<file path="config.mk">
export PLATFORM = sky130hd
export DESIGN_NAME = graph_coloring_fitness_unit
export DESIGN_NICKNAME = d
export VERILOG_FILES = /design/src/design/gcf_pkg.sv /design/src/design/gcf_ram.sv /design/src/design/graph_coloring_fitness_unit.sv
export VERILOG_INCLUDE_DIRS = /design/src /design/src/design
export SDC_FILE = /design/constraint.sdc
export NUM_CORES = 1
export LEC_CHECK = 0
export BUFFER_PORTS_ARGS = -buffer_cell sky130_fd_sc_hd__buf_2
export CAP_MARGIN = 15
export CORE_UTILIZATION = 25
export CTS_CLUSTER_SIZE = 28
export DETAILED_ROUTE_END_ITERATION = 7
export GPL_ROUTABILITY_DRIVEN = 0
export GPL_TIMING_DRIVEN = 0
export SLEW_MARGIN = 5
export SYNTH_ARGS = -nofsm -noshare
export SYNTH_HDL_FRONTEND = slang
export SYNTH_HIERARCHICAL = 1
export SYNTH_SLANG_ARGS = --single-unit
</file>
<file path="constraint.sdc">
create_clock -name i_clk -period 5 [get_ports i_clk]
set_input_delay 0.25 -clock i_clk [delete_from_list [all_inputs] [get_ports i_clk]]
set_output_delay 0.25 -clock i_clk [all_outputs]
set_load 0.01 [all_outputs]
</file>
<file path="src/design/assert_macros.svh">
// Assertion macros shared by the design files of the fitness unit.
// Expects i_clk and i_rst_n in the scope where a macro is used.
`ifndef ASSERT_MACROS_SVH
`define ASSERT_MACROS_SVH

`ifndef SYNTHESIS
// Checked while out of reset.
`define GCF_ASSERT(lbl, prop) \
    lbl: assert property (@(posedge i_clk) disable iff (!i_rst_n) prop) \
        else $error("gcf assertion failed");
// Checked at every edge, reset included.
`define GCF_ASSERT_ALWAYS(lbl, prop) \
    lbl: assert property (@(posedge i_clk) prop) \
        else $error("gcf assertion failed");
`else
`define GCF_ASSERT(lbl, prop)
`define GCF_ASSERT_ALWAYS(lbl, prop)
`endif

`endif

</file>
<file path="src/design/gcf_pkg.sv">
// Types and constants of the graph coloring fitness unit.
// No dependencies; used by gcf_ram users and the top level.
`default_nettype none

package gcf_pkg;

    localparam int MAX_VERTICES = 16;
    localparam int POS_W        = $clog2(MAX_VERTICES);

    localparam int ROW_W     = 16;
    localparam int ROW_IDX_W = $clog2(ROW_W);
    localparam int COLOR_W   = 4;
    localparam int SEEN_W    = 1 << COLOR_W;
    localparam int FIT_W     = 24;
    localparam int CONF_W    = 7;
    localparam int NCOL_W    = 5;
    localparam int VCNT_W    = 5;
    localparam int CPEN_W    = 16;
    localparam int PEN_W     = 8;

    localparam int CFG_IDX_W  = 2;
    localparam int CFG_DATA_W = 16;

    typedef enum logic [CFG_IDX_W-1:0] {
        CFG_VERTEX_COUNT     = 2'd0,
        CFG_CONFLICT_PENALTY = 2'd1,
        CFG_NEW_COLOR_PEN    = 2'd2,
        CFG_REUSED_COLOR_PEN = 2'd3
    } t_cfg_index;

    localparam logic OP_LOAD_ROW = 1'b0;
    localparam logic OP_COLOR    = 1'b1;

    localparam logic [VCNT_W-1:0] VCOUNT_RESET = 5'd10;
    localparam logic [CPEN_W-1:0] CPEN_RESET   = 16'd1000;
    localparam logic [PEN_W-1:0]  NPEN_RESET   = 8'd2;
    localparam logic [PEN_W-1:0]  RPEN_RESET   = 8'd1;

    typedef struct packed {
        logic                 operation;
        logic [ROW_IDX_W-1:0] row_index;
        logic [ROW_W-1:0]     row_bits;
        logic [COLOR_W-1:0]   color;
    } t_in_item;

    typedef struct packed {
        logic [FIT_W-1:0]  fitness;
        logic [CONF_W-1:0] conflict_pairs;
        logic [NCOL_W-1:0] colors_used;
    } t_out_item;

endpackage

`default_nettype wire

</file>
<file path="src/design/gcf_ram.sv">
// Generic single-port-write, single-port-read RAM with registered read data.
// No dependencies.
`default_nettype none

module gcf_ram #(
    parameter int WIDTH = 8,
    parameter int DEPTH = 16
) (
    input  wire logic                     i_clk,
    input  wire logic                     i_we,
    input  wire logic [$clog2(DEPTH)-1:0] i_waddr,
    input  wire logic [WIDTH-1:0]         i_wdata,
    input  wire logic [$clog2(DEPTH)-1:0] i_raddr,
    output logic      [WIDTH-1:0]         o_rdata
);

    logic [WIDTH-1:0] r_mem [DEPTH];

    always_ff @(posedge i_clk) begin
        if (i_we) begin
            r_mem[i_waddr] <= i_wdata;
        end
        o_rdata <= r_mem[i_raddr];
    end

endmodule

`default_nettype wire

</file>
<file path="src/design/graph_coloring_fitness_unit.sv">
// Top level of the graph coloring fitness unit: sequencer, shared adder, output register.
// Depends on gcf_pkg, gcf_ram and assert_macros.svh.
//
//  channel  | direction | handshake               | payload
//  ---------+-----------+-------------------------+---------------------------------
//  in       | into unit | i_in_valid / o_in_stall | i_in_data  (gcf_pkg::t_in_item)
//  out      | from unit | o_out_valid / i_out_stall| o_out_data (gcf_pkg::t_out_item)
//  cfg      | into unit | i_cfg_valid / o_cfg_ready| i_cfg_index, i_cfg_data
//
// A row load is written into the adjacency RAM and leaves the unit idle. A colour for
// vertex p scans every earlier vertex in turn through the shared saturating adder and
// the single read port of the adjacency and colour RAMs, then adds the colour
// penalty, stalling the input meanwhile. After the last colour of a chromosome the
// result moves into the output register, waiting while a stalled result still holds it.
// Reset (synchronous, active low) restores the default registers and clears the run.
`default_nettype none
`include "assert_macros.svh"

module graph_coloring_fitness_unit (
    input  wire logic                                i_clk,
    input  wire logic                                i_rst_n,
    input  wire logic                                i_in_valid,
    output logic                                     o_in_stall,
    input  wire gcf_pkg::t_in_item                   i_in_data,
    output logic                                     o_out_valid,
    input  wire logic                                i_out_stall,
    output gcf_pkg::t_out_item                       o_out_data,
    input  wire logic                                i_cfg_valid,
    output logic                                     o_cfg_ready,
    input  wire logic [gcf_pkg::CFG_IDX_W-1:0]       i_cfg_index,
    input  wire logic [gcf_pkg::CFG_DATA_W-1:0]      i_cfg_data
);

    typedef enum logic [3:0] {
        ST_IDLE = 4'b0001,
        ST_SCAN = 4'b0010,
        ST_PEN  = 4'b0100,
        ST_EMIT = 4'b1000
    } t_state;

    t_state r_state, n_state;

    // configuration
    logic [gcf_pkg::VCNT_W-1:0] r_vcount;
    logic [gcf_pkg::CPEN_W-1:0] r_cpen;
    logic [gcf_pkg::PEN_W-1:0]  r_npen;
    logic [gcf_pkg::PEN_W-1:0]  r_rpen;

    // run state
    logic [gcf_pkg::POS_W-1:0]  r_pos, n_pos;
    logic [gcf_pkg::SEEN_W-1:0] r_seen, n_seen;
    logic [gcf_pkg::FIT_W-1:0]  r_fit, n_fit;
    logic [gcf_pkg::CONF_W-1:0] r_conf, n_conf;
    logic [gcf_pkg::NCOL_W-1:0] r_ncol, n_ncol;

    // scan control
    logic [gcf_pkg::POS_W-1:0]   r_j, n_j;
    logic                        r_chk, n_chk;
    logic [gcf_pkg::COLOR_W-1:0] r_color, n_color;
    logic                        r_final, n_final;

    // output register
    logic                r_out_valid, n_out_valid;
    gcf_pkg::t_out_item  r_out_data, n_out_data;

    logic                        in_take, out_take, issue, edge_hit, color_seen, is_last;
    logic                        adj_we;
    logic [gcf_pkg::POS_W-1:0]   adj_waddr;
    logic [gcf_pkg::ROW_W-1:0]   adj_rdata;
    logic                        col_we;
    logic [gcf_pkg::COLOR_W-1:0] col_rdata;
    logic [gcf_pkg::FIT_W-1:0]   add_op, fit_sat;
    logic [gcf_pkg::FIT_W:0]     add_sum;
    int                          eff_count;

    assign in_take     = i_in_valid && !o_in_stall;
    assign out_take    = r_out_valid && !i_out_stall;
    assign o_in_stall  = (r_state != ST_IDLE);
    assign o_out_valid = r_out_valid;
    assign o_out_data  = r_out_data;
    assign o_cfg_ready = 1'b1;

    // adjacency rows: written by loads, read one earlier vertex per cycle
    assign adj_we    = in_take && (i_in_data.operation == gcf_pkg::OP_LOAD_ROW)
                       && (int'(i_in_data.row_index) < gcf_pkg::MAX_VERTICES);
    assign adj_waddr = gcf_pkg::POS_W'(i_in_data.row_index);

    gcf_ram #(
        .WIDTH (gcf_pkg::ROW_W),
        .DEPTH (gcf_pkg::MAX_VERTICES)
    ) u_adj_ram (
        .i_clk   (i_clk),
        .i_we    (adj_we),
        .i_waddr (adj_waddr),
        .i_wdata (i_in_data.row_bits),
        .i_raddr (r_j),
        .o_rdata (adj_rdata)
    );

    assign col_we = (r_state == ST_PEN);

    gcf_ram #(
        .WIDTH (gcf_pkg::COLOR_W),
        .DEPTH (gcf_pkg::MAX_VERTICES)
    ) u_col_ram (
        .i_clk   (i_clk),
        .i_we    (col_we),
        .i_waddr (r_pos),
        .i_wdata (r_color),
        .i_raddr (r_j),
        .o_rdata (col_rdata)
    );

    assign issue      = (r_j < r_pos);
    assign edge_hit   = (int'(r_pos) < gcf_pkg::ROW_W)
                        && adj_rdata[gcf_pkg::ROW_IDX_W'(r_pos)]
                        && (col_rdata == r_color);
    assign color_seen = r_seen[r_color];

    // shared saturating adder: conflict penalty while scanning, colour penalty after
    always_comb begin
        if (r_state == ST_SCAN) begin
            add_op = gcf_pkg::FIT_W'(r_cpen);
        end else if (color_seen) begin
            add_op = gcf_pkg::FIT_W'(r_rpen);
        end else begin
            add_op = gcf_pkg::FIT_W'(r_npen);
        end
        add_sum = {1'b0, r_fit} + {1'b0, add_op};
        fit_sat = add_sum[gcf_pkg::FIT_W] ? {gcf_pkg::FIT_W{1'b1}}
                                          : add_sum[gcf_pkg::FIT_W-1:0];
    end

    always_comb begin
        if (r_vcount == '0) begin
            eff_count = 1;
        end else if (int'(r_vcount) > gcf_pkg::MAX_VERTICES) begin
            eff_count = gcf_pkg::MAX_VERTICES;
        end else begin
            eff_count = int'(r_vcount);
        end
        is_last = (int'(r_pos) + 1 >= eff_count);
    end

    always_comb begin
        n_state     = r_state;
        n_pos       = r_pos;
        n_seen      = r_seen;
        n_fit       = r_fit;
        n_conf      = r_conf;
        n_ncol      = r_ncol;
        n_j         = r_j;
        n_chk       = r_chk;
        n_color     = r_color;
        n_final     = r_final;
        n_out_valid = r_out_valid && !out_take;
        n_out_data  = r_out_data;

        case (r_state)
            ST_IDLE: begin
                if (in_take && (i_in_data.operation == gcf_pkg::OP_COLOR)) begin
                    n_color = i_in_data.color;
                    n_j     = '0;
                    n_chk   = 1'b0;
                    n_state = ST_SCAN;
                end
            end
            ST_SCAN: begin
                // read data arrives in the cycle after its address
                if (issue) begin
                    n_j = r_j + 1'b1;
                end
                n_chk = issue;
                if (r_chk && edge_hit) begin
                    n_fit = fit_sat;
                    if (r_conf != {gcf_pkg::CONF_W{1'b1}}) begin
                        n_conf = r_conf + 1'b1;
                    end
                end
                if (!issue) begin
                    n_state = ST_PEN;
                end
            end
            ST_PEN: begin
                n_fit = fit_sat;
                if (!color_seen) begin
                    n_seen[r_color] = 1'b1;
                    if (r_ncol != {gcf_pkg::NCOL_W{1'b1}}) begin
                        n_ncol = r_ncol + 1'b1;
                    end
                end
                n_final = is_last;
                if (is_last) begin
                    n_state = ST_EMIT;
                end else begin
                    // stays below the effective count, so it never leaves the range
                    n_pos   = r_pos + 1'b1;
                    n_state = ST_IDLE;
                end
            end
            ST_EMIT: begin
                // hold until the output register frees up
                if (!r_out_valid || out_take) begin
                    n_out_valid                = 1'b1;
                    n_out_data.fitness         = r_fit;
                    n_out_data.conflict_pairs  = r_conf;
                    n_out_data.colors_used     = r_ncol;
                    n_pos                      = '0;
                    n_seen                     = '0;
                    n_fit                      = '0;
                    n_conf                     = '0;
                    n_ncol                     = '0;
                    n_final                    = 1'b0;
                    n_state                    = ST_IDLE;
                end
            end
            default: begin
                n_state = ST_IDLE;
            end
        endcase
    end

    always_ff @(posedge i_clk) begin
        if (!i_rst_n) begin
            r_state     <= ST_IDLE;
            r_pos       <= '0;
            r_seen      <= '0;
            r_fit       <= '0;
            r_conf      <= '0;
            r_ncol      <= '0;
            r_j         <= '0;
            r_chk       <= 1'b0;
            r_final     <= 1'b0;
            r_out_valid <= 1'b0;
        end else begin
            r_state     <= n_state;
            r_pos       <= n_pos;
            r_seen      <= n_seen;
            r_fit       <= n_fit;
            r_conf      <= n_conf;
            r_ncol      <= n_ncol;
            r_j         <= n_j;
            r_chk       <= n_chk;
            r_final     <= n_final;
            r_out_valid <= n_out_valid;
        end
    end

    always_ff @(posedge i_clk) begin
        r_color    <= n_color;
        r_out_data <= n_out_data;
    end

    always_ff @(posedge i_clk) begin
        if (!i_rst_n) begin
            r_vcount <= gcf_pkg::VCOUNT_RESET;
            r_cpen   <= gcf_pkg::CPEN_RESET;
            r_npen   <= gcf_pkg::NPEN_RESET;
            r_rpen   <= gcf_pkg::RPEN_RESET;
        end else if (i_cfg_valid && o_cfg_ready) begin
            case (gcf_pkg::t_cfg_index'(i_cfg_index))
                gcf_pkg::CFG_VERTEX_COUNT:
                    r_vcount <= i_cfg_data[gcf_pkg::VCNT_W-1:0];
                gcf_pkg::CFG_CONFLICT_PENALTY:
                    r_cpen   <= i_cfg_data[gcf_pkg::CPEN_W-1:0];
                gcf_pkg::CFG_NEW_COLOR_PEN:
                    r_npen   <= i_cfg_data[gcf_pkg::PEN_W-1:0];
                gcf_pkg::CFG_REUSED_COLOR_PEN:
                    r_rpen   <= i_cfg_data[gcf_pkg::PEN_W-1:0];
                default: begin
                end
            endcase
        end
    end

    `GCF_ASSERT(a_colors_match_bitmap, $countones(r_seen) == int'(r_ncol))
    `GCF_ASSERT(a_scan_index_bounded, (r_state == ST_SCAN) |-> (r_j <= r_pos))
    `GCF_ASSERT(a_check_only_in_scan, r_chk |-> (r_state == ST_SCAN))
    `GCF_ASSERT(a_result_from_emit, $rose(o_out_valid) |-> $past(r_state == ST_EMIT))
    `GCF_ASSERT(a_emit_only_final, (r_state == ST_EMIT) |-> r_final)
    `GCF_ASSERT_ALWAYS(a_reset_to_idle, !i_rst_n |=> (r_state == ST_IDLE))

endmodule

`default_nettype wire
</file>
==> results.ini, run 1 <==
[hold_path]
hp-class = in2reg

[pwr]
ir_drop_mv = 0.295
p_leak_nw = 7.68
power.density_mw_per_mm2 = 344

[synth]
yosysSeqAreaShare_pct = 68.1
synth_common_cells = 360 x edfxtp_1, 142 x nand2_1, 123 x dfxtp_1, 95 x nor2_1, 66 x a21oi_1
yosys.area.top_type = edfxtp_1
synth_area_mm2 = 0.0195
post-synth-top-count-cell = edfxtp_1
netlist_instances = 1286
synth_warnings = 6
yosys-top-cells-area = edfxtp_1 55%, dfxtp_1 13%, mux4_2 7.2%
synth-edff-count = 360
syn_nets = 1365
yosys.area.top_type_share_pct = 55.5
netlist-cell-type-count = 62
synth_seq_cells = 483
async_flop_share_pct = 0
syn_avg_cell_area_um2 = 15.2
ys_dominant_reg_cell = edfxtp_1

[clocking]
clk_pin_slew_ns = 0.06
cts_tree = built
clock_latency_ns = 0.59
cts_root_buf = clkbuf_16
cts.sinks = 483
cts_buffers = 48
htree_levels = 2
cts_max_path_buffers = 3

[setup_path]
crit_required_ns = 5.49
arrival_ns = 5.13
critPathKind = reg2reg
crit_path_end_kind = register
cp_max_fo = 10
crit_path_start_kind = register

[layout]
area_growth_pct = 19.6
final_cell_area_mm2 = 0.0233
drive_gt1_share_pct = 19.5
fin_nets = 1542
fin_util_pct = 30.1

[timing]
setup_ws_ns = 0.357
worstMarginPinSlew_ns = 1.14
final.min_clock_period_ns = 4.64
finClkSkew_ns = 0.0149
min_period_over_period_pct = 92.9
finalHoldViolCount = 0
max_slew_margin_pct = 24.1
maxSlewViolCount = 0
rsz0062_at_grt = true
setup_tns_ns = 0
fmax_ghz = 0.215
setup_viol = 0

[floorplan]
initial_utilization_pct = 25.2
die_y_um = 281
rows = 102
die_w_um = 281
core_mm2 = 0.0773
dieArea_mm2 = 0.0791
io_pins = 87

[routing]
num_vias = 11600
drtIter0Drc = 751
routed_wl_um = 44400
drt-wirelength-per-cell_um = 17.5
drc_errors = 0
routed_via_density = 4.55
dr.pass1.iters = 5
ant_nets = 0

[place]
place_ws_ns = -0.369
io_buffer_count = 83
hpwlAfterDp_um = 31000
dpl_cell_area_mm2 = 0.0215

[outcome]
status = finished, final reports clean

[global_routing]
grt_pass1_vias = 11700
antenna_found_initial = 4
grt_max_degree = 38
grt_first_pass_wirelength_um = 67800
grt_remaining_overflow = 0
gr-usage-all-layers_pct = 11.2

[flow_run]
drv_cap = 0

cells in the final DEF (no fill, tap or decap), drive strengths merged, types with 9 or more instances in the layout:
cell type    synthesis  final
a21o                14     14
a21oi               66     66
a22oi               36     36
a31oi                9      9
and2                13     13
buf                 23    129
clkbuf              33    103
clkinv               0     13
dfxtp              123    123
dlygate4sd3          0     20
edfxtp             360    360
ha                  30     30
inv                 19     23
mux2i               18     18
mux4                89     89
nand2              142    142
nand3               38     38
nor2                95     95
nor3                17     17
o21ai               41     41
xnor2               13     13
state kept, by name, summed over array words and instances (netlist names), 5 cells and up:
| register | cells |
|---|---|
| o_out_data | 36 |
| r_conf | 7 |
| r_cpen | 16 |
| r_fit | 24 |
| r_ncol | 5 |
| r_npen | 8 |
| r_rpen | 8 |
| r_seen | 16 |
| r_vcount | 5 |
| u_adj_ram/o_rdata | 16 |
| u_adj_ram/r_mem | 256 |
| u_col_ram/r_mem | 64 |
final timing paths:
path         slack, ns  depth (start not counted)         from     endpoint
min reg2reg       0.46                          2   r_cpen[11]   r_cpen[11]
max               0.36                         16   r_color[0]    r_fit[21]
max reg2reg       0.36                         16   r_color[0]    r_fit[21]
min               0.04                          3  i_out_stall  o_out_valid
per-layer routing:
layer	global-route usage, %	up-vias	part of all wire, %
li1	-	5325	-
met1	14.5	5863	44
met2	18.5	301	48
met3	2.31	76	5.0
met4	3.43	2	2.4
met5	0	-	0.023
final cells by class:
| cell class | instances | area (um^2) |
|---|---|---|
| clock inverters | 21 | 176 |
| flip-flops and latches | 483 | 13300 |
| clock buffers | 69 | 1360 |
| inverters | 19 | 71.3 |
| fillers | 7661 | 54000 |
| diodes | 1 | 2.50 |
| plain buffers | 56 | 308 |
| well taps | 1040 | 1300 |
| multi-input cells | 728 | 5910 |
| repair buffers | 127 | 898 |
cells by family (layout without fill, tap and decap cells):
family	Yosys count	count (layout)	share of synthesized area, %
mux	107	107	11.7
flops	483	483	68.1
fa+ha+maj	31	31	2.03
simple gates	363	363	8.56
compound gates	206	206	6.72
other cells	1	2	0.0192
xor+xnor	20	20	0.899
buf+inv	75	292	1.93
where the power goes:
part           internal, mW  switching (mW)
sequential             4.32          0.0159
clock                  1.97            1.52
combinational        0.0592           0.120
worst max-delay path, cell delays in order, from the launching register on:
cell and delay, ns:
edfxtp_1 0.43, buf_6 0.18, mux4_2 0.52, mux4_2 0.50
buf_6 0.18, mux2i_1 0.15, o21ai_0 0.22, ha_1 0.25
inv_1 0.06, fa_1 0.39, nor2b_1 0.16, o31a_1 0.19
nand2_1 0.16, a31oi_2 0.39, nand2_1 0.23, a41o_1 0.30
a221oi_1 0.22
per-stage QoR:
stage               hold slack, ns  cells  power (mW)
finish                      0.0437   2544        8.01
global route                0.0346   2544        8.28
CTS                        0.00103   2542        8.10
detailed placement           0.432   2428        4.59
global placement             0.431   2409        4.57
floorplan                    0.349   1286        4.49
what timing repair did:
item / in CTS / in global routing
gates resized for setup: 0 / 7
endpoints found under the hold margin: 41 / 0
endpoints found under the setup margin: 18 / 17
hold buffers: 20 / 0
gates cloned: 0 / 0
buffers inserted: 4 / 0
Power figures use the tool's default switching activity.
==> run 2, diff against run 1 <==
==> constraint.sdc (replaced) <==
create_clock -name i_clk -period 5.84 [get_ports i_clk]
set_input_delay 0.292 -clock i_clk [delete_from_list [all_inputs] [get_ports i_clk]]
set_output_delay 0.292 -clock i_clk [all_outputs]
set_load 0.01 [all_outputs]
==> results.ini, run 2 (synthesis results as in run 1) <==
[routing]
num_vias = 11500  ; -0.41%
ant_nets = 0  ; unchanged
drtIter0Drc = 692  ; -7.9%
routed_wl_um = 44200  ; -0.42%
drt-wirelength-per-cell_um = 17.4  ; -0.19%
dr.pass1.iters = 5  ; unchanged
drc_errors = 0  ; unchanged
routed_via_density = 4.54  ; -0.17%

[outcome]
status = finished, final reports clean

[layout]
top_register = u_adj_ram/r_mem
num-fill-cells = 7667  ; +0.078%
multi_input_area_mm2 = 0.00589  ; -0.23%
largest_reg_flops = 256  ; unchanged
layout_commonest_cell = edfxtp_1
mostFrequentLayoutCells = 360 x edfxtp_1, 142 x nand2_1, 123 x dfxtp_1
fin_nets = 1536  ; -0.39%
final_cell_area_mm2 = 0.0232  ; -0.31%
regArea_mm2 = 0.0133  ; unchanged
area_growth_pct = 19.2
drive_gt1_share_pct = 19.1  ; -0.39 points

[setup_path]
startpoint = r_color[0]
critPathKind = reg2reg
cp_top_family = multiplexers
crit_required_ns = 6.35  ; +0.86 ns
crit_path_end_kind = register
cp_max_fo = 19  ; +9
critical_path.cell_chain = buf_6 -> mux4_2 -> mux4_2 -> buf_6 -> mux2i_1 -> o21ai_0 -> ha_1 -> inv_1 -> fa_1 -> nor2b_1 -> o31a_1 -> nand2_1 -> a31o_2 -> nor2_1 -> clkbuf_1 -> nor2_1 -> o21ai_0
r2r_slack_ns = 0.54  ; +0.18 ns
critPathSlowestCell = edfxtp_1
arrival_ns = 5.81  ; +0.68 ns
max_stage_delay_ns = 0.82  ; +0.30 ns
cp.buffers_inverters = 4  ; +1
worst_r2r_startpoint = r_color[0]
crit_path_start_kind = register

[floorplan]
io_pins = 87  ; unchanged
core_mm2 = 0.0773  ; unchanged
rows = 102  ; unchanged
dieArea_mm2 = 0.0791  ; unchanged
die_y_um = 281  ; unchanged
die_w_um = 281  ; unchanged
initial_utilization_pct = 25.2  ; unchanged

[global_routing]
grt_pass1_vias = 11600  ; -0.30%
grt_use_met3_pct = 2.31  ; unchanged
antenna_found_initial = 4  ; unchanged
grt_first_pass_wirelength_um = 67600  ; -0.32%
gr-usage-all-layers_pct = 11.1  ; -0.033 points
met2_usage_pct = 18.4  ; -0.082 points
grt.met1_usage_pct = 14.5  ; -0.027 points
busiest_layer = met2
grt_max_degree = 38  ; unchanged
grt_remaining_overflow = 0  ; unchanged

[hold_path]
hp-class = in2reg
hp-start = i_cfg_data[13]

[clocking]
cts_max_path_buffers = 3  ; unchanged
clk_pin_slew_ns = 0.06  ; about the same
cts-resized-gates = 0  ; unchanged
cts_root_buf = clkbuf_16
cts_buffers = 48  ; unchanged
clock_latency_ns = 0.59  ; about the same
cts.sinks = 483  ; unchanged
cts_tree = built
htree_levels = 2  ; unchanged

[pwr]
power.density_mw_per_mm2 = 295  ; -14%
ir_drop_mv = 0.252  ; -14%
p_leak_nw = 7.65  ; -0.46%
power.total_mw = 6.85  ; -14%

[timing]
max_slew_margin_pct = 23.9  ; -0.18 points
worstMarginPinSlew_ns = 1.14  ; +0.00275 ns
finalHoldViolCount = 0  ; unchanged
final.min_clock_period_ns = 5.30  ; +0.658 ns
setup_tns_ns = 0  ; unchanged
maxSlewViolCount = 0  ; unchanged
min_period_over_period_pct = 90.8  ; -2.1 points
finClkSkew_ns = 0.0153  ; +0.000385 ns
setup_viol = 0  ; unchanged
rsz0062_at_grt = false
fmax_ghz = 0.189  ; -12%

[place]
hpwlAfterDp_um = 31000  ; unchanged
io_buffer_count = 83  ; unchanged
dpl_cell_area_mm2 = 0.0215  ; unchanged

[flow_run]
drv_cap = 0  ; unchanged

## run 2: worst paths after layout
kind,endpoint,cells after the start
worst min-delay path,r_cpen[13],3
worst max register to register,r_fit[2],17
worst max-delay path,r_fit[2],17
worst min register to register,r_cpen[11],2
## run 2: what timing repair did
action / 4_1_cts / 5_1_grt
endpoints found under the hold margin: 32 / 0
hold buffers: 16 / 0
setup buffers: 0 / 2
endpoints found under the setup margin: 0 / 8
## run 2: cell type report
| class | instances | area share (%) |
|---|---|---|
| Buffer | 56 | 1.31 |
| Tap cell | 1040 | 5.60 |
| Sequential cell | 483 | 57.1 |
| Multi-Input combinational cell | 728 | 25.4 |
| Inverter | 19 | 0.307 |
| Clock inverter | 21 | 0.759 |
| Timing Repair Buffer | 121 | 3.63 |
| Antenna cell | 1 | 0.0108 |
| Clock buffer | 69 | 5.87 |
## run 2: routing by layer
layer | part of all wire [%] | vias to the layer above | wire length, um
met1 | 44 | 5815 | 19500
met3 | 5.2 | 78 | 2320
met5 | 0.023 | - | 10
li1 | - | 5311 | -
met2 | 48 | 314 | 21300
met4 | 2.5 | 2 | 1090
## run 2: metrics by stage
step	hold slack [ns]	setup WS [ns]	std cells	util [%]
detailed placement	0.445	0.471	2428	27.8
global placement	0.441	0.514	2409	27.4
global route	0.00669	0.0334	2538	30.0
finish	0.0226	0.539	2538	30.0
floorplan	0.391	1.59	1286	-
CTS	0.000179	0.439	2534	30.0
## run 2: tightest hold or removal path, stage by stage
cell and delay, ns:
buf_2 0.10, nand2_1 0.09, a21oi_1 0.07
## run 2: power breakdown
group          internal, mW  switching (mW)  total [mW]
clock                  1.69            1.30        2.99
combinational        0.0482          0.0999       0.148
sequential             3.70          0.0151        3.72
total                  5.43            1.42        6.85
==> run 3, diff against run 2 <==
--- a/config.mk
+++ b/config.mk
@@ -13,6 +13,8 @@
 export DETAILED_ROUTE_END_ITERATION = 7
 export GPL_ROUTABILITY_DRIVEN = 0
 export GPL_TIMING_DRIVEN = 0
+export PLACE_DENSITY = 0.49
+export REMOVE_ABC_BUFFERS = 1
 export SLEW_MARGIN = 5
 export SYNTH_ARGS = -nofsm -noshare
 export SYNTH_HDL_FRONTEND = slang
==> results.ini, run 3 (synthesis results as in run 1) <==
[routing]
dr.pass1.iters = 5  ; unchanged
drtIter0Drc = 713  ; +3.0%
wl_met2_um = 21700  ; +2.1%
ant_nets = 0  ; unchanged
dr.max_layer_used = met5
routed_via_density = 4.48  ; -1.4%
num_vias = 11200  ; -2.7%
routed_wl_um = 45500  ; +2.9%
drc_errors = 0  ; unchanged
drt-wirelength-per-cell_um = 18.2  ; +4.3%
m1WireLength_um = 20900  ; +6.7%
met3WireLength_um = 2000  ; -14%

[global_routing]
grt_first_pass_wirelength_um = 68400  ; +1.2%
grt_remaining_overflow = 0  ; unchanged
grt_max_degree = 47  ; +24%
grt_pass1_vias = 11200  ; -3.2%
antenna_found_initial = 4  ; unchanged
gr-usage-all-layers_pct = 11.5  ; +0.36 points

[clocking]
cts_max_path_buffers = 3  ; unchanged
cts.sinks = 483  ; unchanged
cts_root_buf = clkbuf_16
htree_levels = 2  ; unchanged
cts_buffers = 49  ; +2.1%
clk_pin_slew_ns = 0.06  ; about the same
cts_tree = built
clock_latency_ns = 0.61  ; +0.02 ns
cts-resized-gates = 0  ; unchanged

[timing]
fmax_ghz = 0.187  ; -0.67%
maxSlewViolCount = 0  ; unchanged
setup_viol = 0  ; unchanged
whs_ns = 0.0498  ; +0.0272 ns
rsz0062_at_grt = false
min_period_over_period_pct = 91.4  ; +0.61 points
final.min_clock_period_ns = 5.34  ; +0.0356 ns
finalHoldViolCount = 0  ; unchanged
setup_tns_ns = 0  ; unchanged
max_slew_margin_pct = 26.7  ; +2.7 points
worstMarginPinSlew_ns = 1.10  ; -0.0410 ns
finClkSkew_ns = 0.0291  ; +0.0138 ns

[layout]
mostFrequentLayoutCells = 360 x edfxtp_1, 142 x nand2_1, 121 x dfxtp_1
num-fill-cells = 7792  ; +1.6%
diodes = 0  ; -1
stdcell_count = 2503  ; -1.4%
top_register = u_adj_ram/r_mem
drive_gt1_share_pct = 20.4  ; +1.3 points
largest_reg_flops = 256  ; unchanged
layout_commonest_cell = edfxtp_1
fin_nets = 1501  ; -2.3%
area_growth_pct = 19.8
fin_util_pct = 30.2  ; +0.16 points

[pwr]
p_leak_nw = 7.69  ; +0.63%
ir_drop_mv = 0.213  ; -15%
power.total_mw = 7.06  ; +2.9%
power.density_mw_per_mm2 = 302  ; +2.4%

[floorplan]
die_w_um = 281  ; unchanged
core_mm2 = 0.0773  ; unchanged
rows = 102  ; unchanged
io_pins = 87  ; unchanged
dieArea_mm2 = 0.0791  ; unchanged
initial_utilization_pct = 25.2  ; unchanged
die_y_um = 281  ; unchanged

[hold_path]
hp-class = in2reg

[setup_path]
crit_required_ns = 6.34  ; about the same
critPathKind = reg2reg
crit_path_start_kind = register
max_stage_delay_ns = 0.80  ; -0.02 ns
crit_path_end_kind = register
critical_path.cell_chain = mux4_1 -> mux4_2 -> mux2i_1 -> o21ai_0 -> ha_1 -> inv_1 -> fa_1 -> nor2b_1 -> o31a_1 -> nand2_1 -> a31oi_1 -> nand2_1 -> a41o_1 -> a221oi_1
cpMostUsedCell = nand2_1
arrival_ns = 5.84  ; +0.03 ns
critPathSlowestCell = edfxtp_1
cp_max_fo = 15  ; -4

[outcome]
status = finished, final reports clean

[place]
dp_cells = 2389  ; -1.6%
hpwlAfterDp_um = 30400  ; -1.8%
io_buffer_count = 85  ; +2.4%

[flow_run]
drv_cap = 0  ; unchanged

-- run 3: layout make-up --
type / count / area (um^2) / area share [%]
flip-flops and latches: 483 / 13300 / 56.9
multi-input cells: 728 / 5920 / 25.3
clock inverters: 23 / 267 / 1.14
clock buffers: 69 / 1380 / 5.92
well taps: 1040 / 1300 / 5.57
inverters: 19 / 71.3 / 0.305
repair buffers: 141 / 1130 / 4.86
-- run 3: stage by stage --
stage	worst slack (ns)	instance area [um^2]
after global routing	0.0463	23400
after global placement	-1.60	20900
after detailed placement	0.152	21500
after CTS	0.161	23300
after floorplan	1.31	19200
final	0.504	23400
-- run 3: what timing repair did --
action,4_1_cts,5_1_grt
buffers inserted,0,2
hold buffers,20,0
setup endpoints to repair,0,17
hold endpoints to repair,39,0
-- run 3: final timing paths --
kind | start | slack (ns) | depth (start not counted) | end
worst max-delay path | r_color[0] | 0.50 | 14 | r_fit[21]
worst min-delay path | i_in_data[4] | 0.05 | 1 | u_adj_ram/r_mem[13][0]
worst max register to register | r_color[0] | 0.50 | 14 | r_fit[21]
worst min register to register | r_npen[2] | 0.46 | 2 | r_npen[2]
-- run 3: per-layer routing --
metal | vias up | global-route usage (%)
met2 | 211 | 19.2
met5 | - | 0
met1 | 5673 | 15.1
li1 | 5242 | -
met3 | 72 | 2.27
met4 | 8 | 3.14
-- run 3: where the power goes --
part	leakage (nW)	internal [mW]	switching, mW
combinational	2.67	0.0501	0.0945
sequential	4.21	3.70	0.0160
clock	0.806	1.85	1.35
total	7.69	5.60	1.46
-- run 3: worst max-delay path, delay by kind of cell, from the launching register on --
kind	cells	cell delay [ns]
AO/OA/AOI/OAI	5	1.53
adder cells (fa/ha/maj)	2	0.66
buffers and inverters	1	0.07
flip-flops	1	0.80
multiplexers	3	1.52
AND/OR/NAND/NOR	3	0.66
